### src/rtl/hps_pkg.sv
package hps_pkg;

    // fixed point formats
    localparam int LIN_FRAC_BITS   = 16;
    localparam int SCALE_FRAC_BITS = 13;
    localparam int WORD_W          = 32;
    localparam int BYTE_W          = 8;
    localparam int CFG_W           = 15;
    localparam int CFG_IDX_W       = 2;
    localparam int FMT_W           = 2;
    // linear value up to 100.0 needs seven integer bits
    localparam int LIN_W           = LIN_FRAC_BITS + 7;
    // scaled value clamped to 1.0
    localparam int UNIT_W          = LIN_FRAC_BITS + 1;

    localparam logic [LIN_W-1:0]  SAT_LIN       = LIN_W'(100) << LIN_FRAC_BITS;
    localparam logic [UNIT_W-1:0] ONE_LIN       = UNIT_W'(1) << LIN_FRAC_BITS;
    localparam logic [CFG_W-1:0]  INV_SCALE_RST = CFG_W'(1) << SCALE_FRAC_BITS;
    localparam logic [BYTE_W-1:0] ALPHA_OPAQUE  = 8'hFF;

    // fp16 decoding
    localparam logic [4:0] HALF_EXP_MAX = 5'h1F;
    localparam logic [4:0] HALF_EXP_SAT = 5'd22;
    localparam int         HALF_W       = 31;
    localparam int         HALF_RSH     = 24 - LIN_FRAC_BITS;

    // fp32 decoding
    localparam logic [7:0] FP32_EXP_MAX = 8'hFF;
    localparam logic [7:0] FP32_EXP_SAT = 8'd134;
    localparam logic [8:0] FP32_POINT   = 9'd150;

    typedef enum logic [FMT_W-1:0] {
        FMT_FP16  = 2'd0,
        FMT_FP32  = 2'd1,
        FMT_BGRA8 = 2'd2
    } t_pix_fmt;

    typedef enum logic [CFG_IDX_W-1:0] {
        CFG_PIXEL_FORMAT    = 2'd0,
        CFG_HDR_DESKTOP     = 2'd1,
        CFG_INV_WHITE_SCALE = 2'd2
    } t_cfg_idx;

    typedef struct packed {
        logic [FMT_W-1:0] fmt;
        logic             hdr;
    } t_conv_ctl;

    typedef struct packed {
        logic [BYTE_W-1:0] alpha;
        logic              first;
        logic              last;
    } t_side;

    // srgb curve constants, power segment as ratio num / 53805
    localparam int    BIG_W         = 384;
    localparam int    POW_DEN       = 53805;
    localparam int    POW_STEP      = 200;
    localparam int    POW_ENC_BASE  = 2705;
    localparam int    POW_DEC_BASE  = 2805;
    localparam int    LIN_SEG_LAST  = 10;
    localparam longint LIN_ENC_MUL  = 65892;
    localparam longint LIN_DEC_DEN  = 32946;

    typedef logic [BIG_W-1:0] t_big;
    typedef logic [255:1][UNIT_W-1:0] t_thr_tbl;
    typedef logic [255:0][UNIT_W-1:0] t_dec_tbl;

    function automatic t_big big_pow(t_big base, int n);
        t_big acc;
        acc = t_big'(1);
        for (int k = 0; k < n; k++) begin
            acc = acc * base;
        end
        return acc;
    endfunction

    localparam t_big DEN12 = big_pow(t_big'(POW_DEN), 12);

    // sign of (x / 2^L)^(1/2.4) - num / 53805, compared as exact integers
    function automatic int pow_cmp(longint x, longint num);
        t_big a;
        t_big b;
        a = big_pow(t_big'(x), 5) * DEN12;
        b = big_pow(t_big'(num), 12) << (5 * LIN_FRAC_BITS);
        if (a > b) return 1;
        if (a < b) return -1;
        return 0;
    endfunction

    function automatic bit reaches(longint x, int i);
        longint rhs;
        rhs = longint'((2 * i - 1) * 10) << LIN_FRAC_BITS;
        if (i <= LIN_SEG_LAST) return (x * LIN_ENC_MUL) >= rhs;
        return pow_cmp(x, longint'(POW_STEP * i + POW_ENC_BASE)) >= 0;
    endfunction

    // smallest linear value that encodes to at least code i
    function automatic logic [UNIT_W-1:0] enc_threshold(int i);
        longint lo;
        longint hi;
        longint mid;
        lo = 0;
        hi = longint'(ONE_LIN);
        for (int k = 0; k < UNIT_W + 1; k++) begin
            if (lo < hi) begin
                mid = (lo + hi) >> 1;
                if (reaches(mid, i)) hi = mid;
                else lo = mid + 1;
            end
        end
        return UNIT_W'(lo);
    endfunction

    function automatic logic [UNIT_W-1:0] dec_value(int c);
        longint lo;
        longint hi;
        longint mid;
        lo = 0;
        hi = longint'(ONE_LIN);
        if (c <= LIN_SEG_LAST) begin
            return UNIT_W'((longint'(c * 10) << LIN_FRAC_BITS) / LIN_DEC_DEN);
        end
        for (int k = 0; k < UNIT_W + 1; k++) begin
            if (lo < hi) begin
                mid = (lo + hi + 1) >> 1;
                if (pow_cmp(mid, longint'(POW_STEP * c + POW_DEC_BASE)) <= 0) lo = mid;
                else hi = mid - 1;
            end
        end
        return UNIT_W'(lo);
    endfunction

    function automatic t_thr_tbl build_thr_tbl();
        t_thr_tbl tbl;
        for (int i = 1; i < 256; i++) begin
            tbl[i] = enc_threshold(i);
        end
        return tbl;
    endfunction

    function automatic t_dec_tbl build_dec_tbl();
        t_dec_tbl tbl;
        for (int c = 0; c < 256; c++) begin
            tbl[c] = dec_value(c);
        end
        return tbl;
    endfunction

    localparam t_thr_tbl ENC_THR = build_thr_tbl();
    localparam t_dec_tbl DEC_LIN = build_dec_tbl();

endpackage

### src/rtl/hps_scale.sv
// white scaling and clamp to 1.0
module hps_scale import hps_pkg::*; (
    input  logic [LIN_W-1:0]  i_lin,
    input  logic [CFG_W-1:0]  i_inv_scale,
    output logic [UNIT_W-1:0] o_y
);

    logic [LIN_W+CFG_W-1:0] w_prod;
    logic [LIN_W+CFG_W-1:0] w_shr;

    assign w_prod = (LIN_W + CFG_W)'(i_lin) * (LIN_W + CFG_W)'(i_inv_scale);
    assign w_shr  = w_prod >> SCALE_FRAC_BITS;
    assign o_y    = (w_shr > (LIN_W + CFG_W)'(ONE_LIN)) ? ONE_LIN : UNIT_W'(w_shr);

endmodule

### config.mk
export PLATFORM = sky130hd
export DESIGN_NAME = hps_scale
export DESIGN_NICKNAME = d
export VERILOG_FILES = /design/src/rtl/hps_pkg.sv /design/src/rtl/hps_scale.sv
export SDC_FILE = /design/constraint.sdc
export NUM_CORES = 1
export LEC_CHECK = 0
export BUFFER_PORTS_ARGS = -buffer_cell sky130_fd_sc_hd__buf_2
export CORE_MARGIN = 1
export CORE_UTILIZATION = 25
export DETAILED_ROUTE_END_ITERATION = 7
export PLACE_DENSITY = 0.44
export SYNTH_ARGS = -nofsm -noshare
export SYNTH_HDL_FRONTEND = slang
export SYNTH_SLANG_ARGS = --single-unit
export TNS_END_PERCENT = 50
### constraint.sdc
create_clock -name vclk -period 13.69
set_clock_uncertainty 0.05 [all_clocks]
set_input_delay 2.0535 -clock vclk [all_inputs]
set_output_delay 2.0535 -clock vclk [all_outputs]
set_load 0.03 [all_outputs]
==> results of run 1 <==
## through the flow
step | std cells | hold slack [ns]
floorplan | 1358 | 4.83
detailed placement | 1949 | 5.42
CTS | 1949 | 5.42
global placement | 1949 | 5.42
finish | 1949 | 5.40
global route | 1949 | 5.48
## cells in the final DEF, fill, tap and decap left out, types with 4 or more instances in the layout
cell type  instances
inv_1            309
fa_1             270
nand2_1          198
and2_1           184
ha_1              99
buf_2             55
a21oi_1           37
o21ai_0           22
nor2_1            22
and3_1            14
nand4_1           14
xor2_1            13
xnor2_1           13
nor3_1            11
nand3_1            8
a21o_1             7
o211ai_1           7
a211oi_1           5
nor3b_1            5
o21bai_1           4
or3_1              4
a221oi_1           4
## synth_stat cells (all sizes together) (2+ instances only)
cell type and count:
ha 99, nand2 198, and2 184, a211oi 5
a211o 3, nor3 11, o31ai 3, a21o 7
o211ai 7, and4 3, a31oi 3, o21a 3
a21oi 38, inv 309, o21ai 24, nand2b 3
a221oi 4, a22oi 2, and3b 2, nor2 22
nand4 14, o21bai 4, nor3b 5, a21boi 2
xor2 13, clkbuf 64, fa 270, nand3 8
nor4 2, xnor2 13, and3 14, nand4b 2
or3 4
## logic make-up after synthesis
kind of cell	count (synthesis)	share of synthesized area [%]
simple gates	474	21.2
compound gates	115	6.56
xor+xnor	26	1.99
buf+inv	373	12.2
mux	1	0.0873
fa+ha+maj	369	58.0
## cell type report
cell class,count,area (µm²)
fill,4990,33000
tap,600,751
multi-input combinational,985,10100
timing repair buffer,55,275
inverter,309,1160
## how the worst max path moves through the flow
stage                     depth (start not counted)      startpoint  endpoint  slack [ns]
after floorplan                                  23       i_lin[16]    o_y[0]        3.07
final                                            22  i_inv_scale[6]   o_y[14]        2.24
after detailed placement                         21  i_inv_scale[6]   o_y[13]        2.27
after global routing                             21  i_inv_scale[6]   o_y[13]        1.75
after global placement                           22  i_inv_scale[6]   o_y[14]        2.26
after CTS                                        21  i_inv_scale[6]   o_y[13]        2.23
## routing by layer
metal	part of all wire, %	vias up	GRT usage, %
met5	0	-	0
met4	0.64	0	1.10
met1	43	4523	17.8
met2	54	112	26.4
met3	1.8	14	0.379
li1	-	4050	-
==> run_results.csv, run 1 <==
group,metric,value,unit
place,pre_cts_ws,2.27,ns
clock_tree,ctsResizeCount,0,
critical_path,cp_slowest_cell,"fa_1",
grt,grt_max_degree,24,
finish,ff_latch_area,0,µm²
floorplanning,rows,78,
place,io_buffers,55,
drt,route.vias.total,8699,
critical_path,cp_max_fo,23,
clock_tree,cts_setup_buffers,0,
place,place.gp.congestion,0.797,
synth,synth.area.top_cells,"fa_1 (47%), ha_1 (11%), inv_1 (10%)",
drt,wl_per_cell,15.9,µm
synth,yosysTopAreaCell,"fa_1",
drt,post_drt_via_cell_ratio,4.46,
sta,tightestPinTransition,0.690,ns
sta,fmax,87.3,MHz
sta,slew_headroom,53.6,%
critical_path,critPathBufInv,5,
min_path,hold_path_depth,8,
drt,drt-total-wl,30900,µm
finish,finalNetCount,1758,
sta,setup_ws,2.24,ns
status,status,"complete, no violations",
grt,overflow,0,
sta,final-max-slew-violation-count,0,
floorplanning,die_x,216,µm
floorplanning,die-area,46700,µm²
min_path,hold_start,"i_inv_scale[0]",
critical_path,cp_common_cell,"fa_1",
synth,synth_area_per_cell,8.44,µm²
critical_path,startpoint_type,"input pin",
place,hpwl,26700,µm
critical_path,arrival,9.35,ns
sta,setup_tns,0,ns
critical_path,required,11.59,ns
floorplanning,die_y,216,µm
sta,rsz0062_at_grt,"no",
finish,n_antenna_cell,0,
critical_path,critPathCaptureType,"primary output",
synth,postSynthCellCount,1358,
grt,grt_pass1_wl,52300,µm
critical_path,worst_path_dominant_cell_family,"adder cells",
sta,setup_viol,0,
finish,syn2layout_area_growth,6.84,%
grt,antenna_found_initial,0,
floorplanning,start_util,25.3,%
place,placed_area,12200,µm²
finish,seq_cell_count,0,
drt,dr.pass1.iters,5,
floorplanning,coreArea,45300,µm²
sta,min_period_over_period,83.7,%
critical_path,path_class,"input pin to primary output",
finish,drive_gt1_share,4.45,%
synth,synth_area,11500,µm²
grt,grt_pass1_vias,9773,
synth,yosys_warnings,0,
critical_path,crit_path_max_incr_delay,0.59,ns
floorplanning,io_pins,55,
min_path,hold_path_class,"input pin to primary output",
drt,drc_errors,0,
synth,yosysTopAreaCellShare,47.1,%
critical_path,crit_chain,"buf_2, nand2_1, fa_1, fa_1, fa_1, inv_1, fa_1, fa_1, inv_1, fa_1, inv_1, ha_1, and3_1, nand4_1, a211o_1, a31oi_1, a21oi_1, xor2_1, nand4_1, o41ai_4, and3_1, buf_2",
run,cap_violations,0,
synth,yosysSeqAreaShare,0,%
grt,grt.total_usage,13.8,%
finish,nClkBuffers,0,
min_path,hold_end,"o_y[1]",
drt,drt_iter0_drc,289,
finish,utilization,27.1,%
sta,finalCriticalPeriod,11.45,ns
sta,finalHoldViolations,0,
clock_tree,cts_hold_buf,0,
synth,ys_types,50,
finish,finalInstanceArea,12200,µm²
synth,syn-num-nets,1765,
drt,postRouteAntennaNets,0,
Power of run 1 is not shown: default switching activity piles up to over one toggle a cycle in this logic, so the estimate is an artifact.
==> inputs of run 2 (changes only) <==
--- a/config.mk
+++ b/config.mk
@@ -5,11 +5,12 @@
 export SDC_FILE = /design/constraint.sdc
 export NUM_CORES = 1
 export LEC_CHECK = 0
+export ABC_AREA = 1
 export BUFFER_PORTS_ARGS = -buffer_cell sky130_fd_sc_hd__buf_2
 export CORE_MARGIN = 1
 export CORE_UTILIZATION = 25
 export DETAILED_ROUTE_END_ITERATION = 7
-export PLACE_DENSITY = 0.44
+export PLACE_DENSITY = 0.46
 export SYNTH_ARGS = -nofsm -noshare
 export SYNTH_HDL_FRONTEND = slang
 export SYNTH_SLANG_ARGS = --single-unit
==> constraint.sdc (replaced) <==
create_clock -name vclk -period 9.8
set_clock_uncertainty 0.05 [all_clocks]
set_input_delay 1.47 -clock vclk [all_inputs]
set_output_delay 1.47 -clock vclk [all_outputs]
set_load 0.03 [all_outputs]
==> run 2 against run 1 <==
- sequential cell count stayed put
- area after synthesis is 7.3% higher
- global-route usage is 1.2 points higher
- count of clock-buffer cells in the layout stayed put
- cell count is 26% higher
- cell area is 7.7% higher
- synthesized cell count is 32% higher
- setup slack worse by 1.9 ns
- wire length is 14% higher
- worst hold slack worse by 1.3 ns
- critical path depth is 6 higher
- utilization is 0.36 points higher
==> run_results.csv, run 2 <==
group,metric,value,unit
finish,multi_input_area,9860,µm²
drt,post_drt_via_cell_ratio,4.15,
drt,drt-total-wl,35400,µm
drt,postRouteAntennaNets,0,
synth,synthTopCellsByCount,"inv_1 (596), nand2_1 (564), fa_1 (270), ha_1 (99), nor2_1 (67)",
critical_path,required,8.28,ns
status,status,"complete, no violations",
synth,syn-num-nets,2198,
sta,fmax,106,MHz
synth,synth.area.top_cells,"fa_1 (44%), inv_1 (18%), nand2_1 (17%)",
synth,synth_area,12300,µm²
drt,drt_iter0_drc,580,
sta,final-max-slew-violation-count,0,
grt,grt_max_degree,24,
critical_path,startpoint_type,"input pin",
finish,nClkBuffers,0,
floorplanning,rows,80,
synth,ys_types,29,
synth,yosysSeqAreaShare,0,%
finish,mostFrequentLayoutCell,"inv_1",
floorplanning,die_x,224,µm
sta,setup_tns,0,ns
place,io_buffers,55,
critical_path,arrival,7.92,ns
grt,grt_pass1_vias,11000,
floorplanning,coreArea,48100,µm²
finish,seq_cell_count,0,
floorplanning,start_util,25.6,%
floorplanning,die-area,50100,µm²
critical_path,crit_path_start,"i_inv_scale[9]",
drt,route.vias.total,10200,
critical_path,cp_max_fo,23,
drt,wl_per_cell,14.4,µm
sta,rsz0062_at_grt,"no",
grt,overflow,0,
finish,n_antenna_cell,0,
synth,yosysTopAreaCell,"fa_1",
synth,yosysTopAreaCellShare,43.9,%
floorplanning,io_pins,55,
drt,drc_errors,0,
sta,setup_viol,0,
sta,hold_ws,4.10,ns
finish,fill_cells,5417,
min_path,hold_path_class,"input pin to primary output",
finish,syn2layout_area_growth,7.25,%
clock_tree,cts_hold_buf,0,
sta,finalCriticalPeriod,9.44,ns
critical_path,critPathCaptureType,"primary output",
floorplanning,die_y,224,µm
finish,ff_latch_area,0,µm²
grt,antenna_found_initial,0,
critical_path,path_class,"input pin to primary output",
finish,finalNetCount,2202,
clock_tree,cts_setup_buffers,0,
synth,synth_area_per_cell,6.87,µm²
sta,tightestPinTransition,0.647,ns
sta,finalHoldViolations,0,
place,hpwl,29800,µm
finish,drive_gt1_share,4.68,%
sta,slew_headroom,56.9,%
grt,grt.total_usage,15.0,%
clock_tree,ctsResizeCount,0,
finish,final_cell_mix,"inv_1 (596), nand2_1 (564), fa_1 (270), ha_1 (99), nor2_1 (67)",
place,place.gp.congestion,0.884,
run,cap_violations,0,
grt,grt_pass1_wl,59900,µm
drt,dr.pass1.iters,5,
synth,postSynthCellCount,1791,
synth,synth_most_common_cell,"inv_1",
critical_path,cp-endpoint,"o_y[1]",
synth,yosys_warnings,0,
sta,min_period_over_period,96.3,%
## run 2: logic make-up (layout without fill, tap and decap cells)
logic type | count (synthesis) | count (layout) | share of synthesized area [%]
AO/OA/AOI/OAI | 56 | 56 | 2.63
AND/OR/NAND/NOR | 708 | 708 | 22.9
buffers and inverters | 650 | 652 | 19.9
XOR/XNOR | 8 | 8 | 0.569
adder cells (fa/ha/maj) | 369 | 369 | 54.0
## run 2: area by class of cell
cell class                      count  share of cell area, %
Multi-Input combinational cell   1141                   74.7
Inverter                          596                   17.0
Tap cell                          656                   6.22
Timing Repair Buffer               56                   2.14
## run 2: critical path, cell delays in order
cell,delay (ns)
buf_2,0.48
nand2_1,0.17
fa_1,0.57
inv_1,0.05
fa_1,0.56
fa_1,0.44
fa_1,0.46
fa_1,0.58
inv_1,0.08
fa_1,0.48
inv_1,0.04
ha_1,0.34
nand2_1,0.09
nand2_1,0.11
a21oi_1,0.40
inv_1,0.11
a21oi_1,0.28
nand3_1,0.12
nand2_1,0.08
nand2_1,0.10
nor2_1,0.12
nand2_1,0.06
nor2_1,0.09
nand2_1,0.05
nand2_1,0.09
nand2_4,0.14
nor2_1,0.13
buf_2,0.21
## run 2: worst min path at each step
stage	from	endpoint	slack, ns	depth (start not counted)
2_1_floorplan	i_lin[0]	o_y[11]	3.50	10
3_3_place_gp	i_lin[1]	o_y[1]	4.10	11
3_5_place_dp	i_lin[1]	o_y[1]	4.09	11
4_1_cts	i_lin[1]	o_y[1]	4.10	11
5_1_grt	i_lin[1]	o_y[1]	4.20	11
6_report	i_lin[1]	o_y[1]	4.10	11
## run 2: per-stage QoR
step	worst slack (ns)	cell area (µm²)	util [%]	std cells
2_1_floorplan	1.36	12300	-	1791
3_3_place_gp	0.389	13200	27.4	2449
3_5_place_dp	0.402	13200	27.4	2449
4_1_cts	0.371	13200	27.4	2449
5_1_grt	0.0164	13200	27.4	2449
6_report	0.365	13200	27.4	2449
## run 2: per-layer routing
metal  part of all wire [%]  vias to the layer above  global-route usage (%)
met5                      0                        -                       0
met4                   0.92                        0                    1.22
met3                    3.3                       21                   0.446
met2                     47                      157                    25.8
met1                     49                     5015                    21.7
li1                       -                     4962                       -
Power of run 2 is left out for the same reason.
==> inputs of run 3 (changes only) <==
--- a/config.mk
+++ b/config.mk
@@ -11,6 +11,7 @@
 export CORE_UTILIZATION = 25
 export DETAILED_ROUTE_END_ITERATION = 7
 export PLACE_DENSITY = 0.46
+export REMOVE_ABC_BUFFERS = 1
 export SYNTH_ARGS = -nofsm -noshare
 export SYNTH_HDL_FRONTEND = slang
 export SYNTH_SLANG_ARGS = --single-unit
==> run 3 against run 2 <==
- critical path depth increased by 1
- via count increased by 1.2%
- sequential cell count unchanged
- fmax decreased by 0.12%
- first-iteration DRC count decreased by 15%
- critical endpoint is now o_y[6]
- wire length decreased by 1.2%
==> run_results.csv, run 3 (synthesis results as in run 2) <==
group,metric,value,unit
finish,final_cell_mix,"inv_1 (596), nand2_1 (564), fa_1 (270), ha_1 (99), nor2_1 (62)",
finish,syn2layout_area_growth,8.39,%
grt,antenna_found_initial,0,
sta,tightestPinTransition,0.548,ns
drt,drc_errors,0,
floorplanning,io_pins,55,
floorplanning,die_y,224,µm
drt,wl_per_cell,14.2,µm
floorplanning,coreArea,48100,µm²
sta,slew_headroom,63.5,%
grt,grt_max_degree,24,
floorplanning,die-area,50100,µm²
place,io_buffers,55,
finish,utilization,27.7,%
place,hpwl,31000,µm
floorplanning,die_x,224,µm
sta,hold_ws,4.14,ns
sta,min_period_over_period,96.4,%
drt,dr.pass1.iters,5,
drt,postRouteAntennaNets,0,
finish,seq_cell_count,0,
clock_tree,cts_setup_buffers,0,
status,status,"complete, no violations",
grt,overflow,0,
finish,ff_latch_area,0,µm²
critical_path,path_class,"input pin to primary output",
run,cap_violations,0,
critical_path,crit_path_max_incr_delay,0.55,ns
sta,setup_tns,0,ns
critical_path,startpoint_type,"input pin",
place,pre_cts_ws,0.0735,ns
sta,setup_viol,0,
drt,post_drt_via_cell_ratio,4.17,
critical_path,critPathCaptureType,"primary output",
critical_path,arrival,7.93,ns
place,place.gp.congestion,0.887,
critical_path,cp_max_fo,16,
finish,nClkBuffers,0,
finish,n_antenna_cell,0,
sta,finalCriticalPeriod,9.45,ns
sta,fmax,106,MHz
min_path,hold_path_class,"input pin to primary output",
floorplanning,start_util,25.6,%
finish,drive_gt1_share,5.75,%
grt,grt.total_usage,14.6,%
finish,finalNetCount,2217,
drt,drt-total-wl,34900,µm
sta,finalHoldViolations,0,
critical_path,worst_path_dominant_cell_family,"adder cells",
sta,rsz0062_at_grt,"no",
critical_path,critPathBufInv,8,
finish,mostFrequentLayoutCell,"inv_1",
grt,grt_pass1_vias,11100,
sta,setup_ws,0.354,ns
grt,grt_pass1_wl,58600,µm
drt,drt_iter0_drc,493,
sta,final-max-slew-violation-count,0,
drt,route.vias.total,10300,
critical_path,cp_common_cell,"fa_1",
critical_path,required,8.28,ns
floorplanning,rows,80,
critical_path,cp_slowest_cell,"fa_1",
==> run 3: layer usage <==
layer	up-vias	share of wire, %	routed length, µm	track usage, %
li1	4989	-	-	-
met1	5080	48	16900	20.7
met2	190	47	16500	25.7
met3	21	3.3	1150	0.315
met4	0	1.2	412	1.50
met5	-	0	0	0
==> run 3: metrics by stage <==
step / area (µm²) / std cells
after floorplan: 12100 / 1737
after global placement: 13300 / 2464
after detailed placement: 13300 / 2464
after CTS: 13300 / 2464
after global routing: 13300 / 2464
final: 13300 / 2464
==> run 3: final timing paths <==
| kind | start | end | slack, ns | depth (start not counted) |
|---|---|---|---|---|
| setup / recovery | i_inv_scale[9] | o_y[6] | 0.35 | 29 |
| hold / removal | i_inv_scale[0] | o_y[9] | 4.14 | 11 |
==> run 3: cell type report <==
class	instances	area, µm²
well taps	656	821
repair buffers	71	410
inverters	596	2240
multi-input cells	1141	9870
fillers	5463	34800
==> run 3: repair_timing <==
action | 4_1_cts | 5_1_grt
hold buffers | 0 | 0
resized for setup | 0 | 11
setup endpoints to repair | 0 | 14
==> run 3: worst min-delay path, cell delays in order <==
cell,delay [ns]
buf_2,0.25
nand2_1,0.17
nor2_4,0.05
nand3_1,0.06
nand2_1,0.08
nand3_1,0.08
nand3_1,0.09
xor2_1,0.19
inv_1,0.08
nor2_2,0.04
buf_2,0.16
Power of run 3 is left out for the same reason.
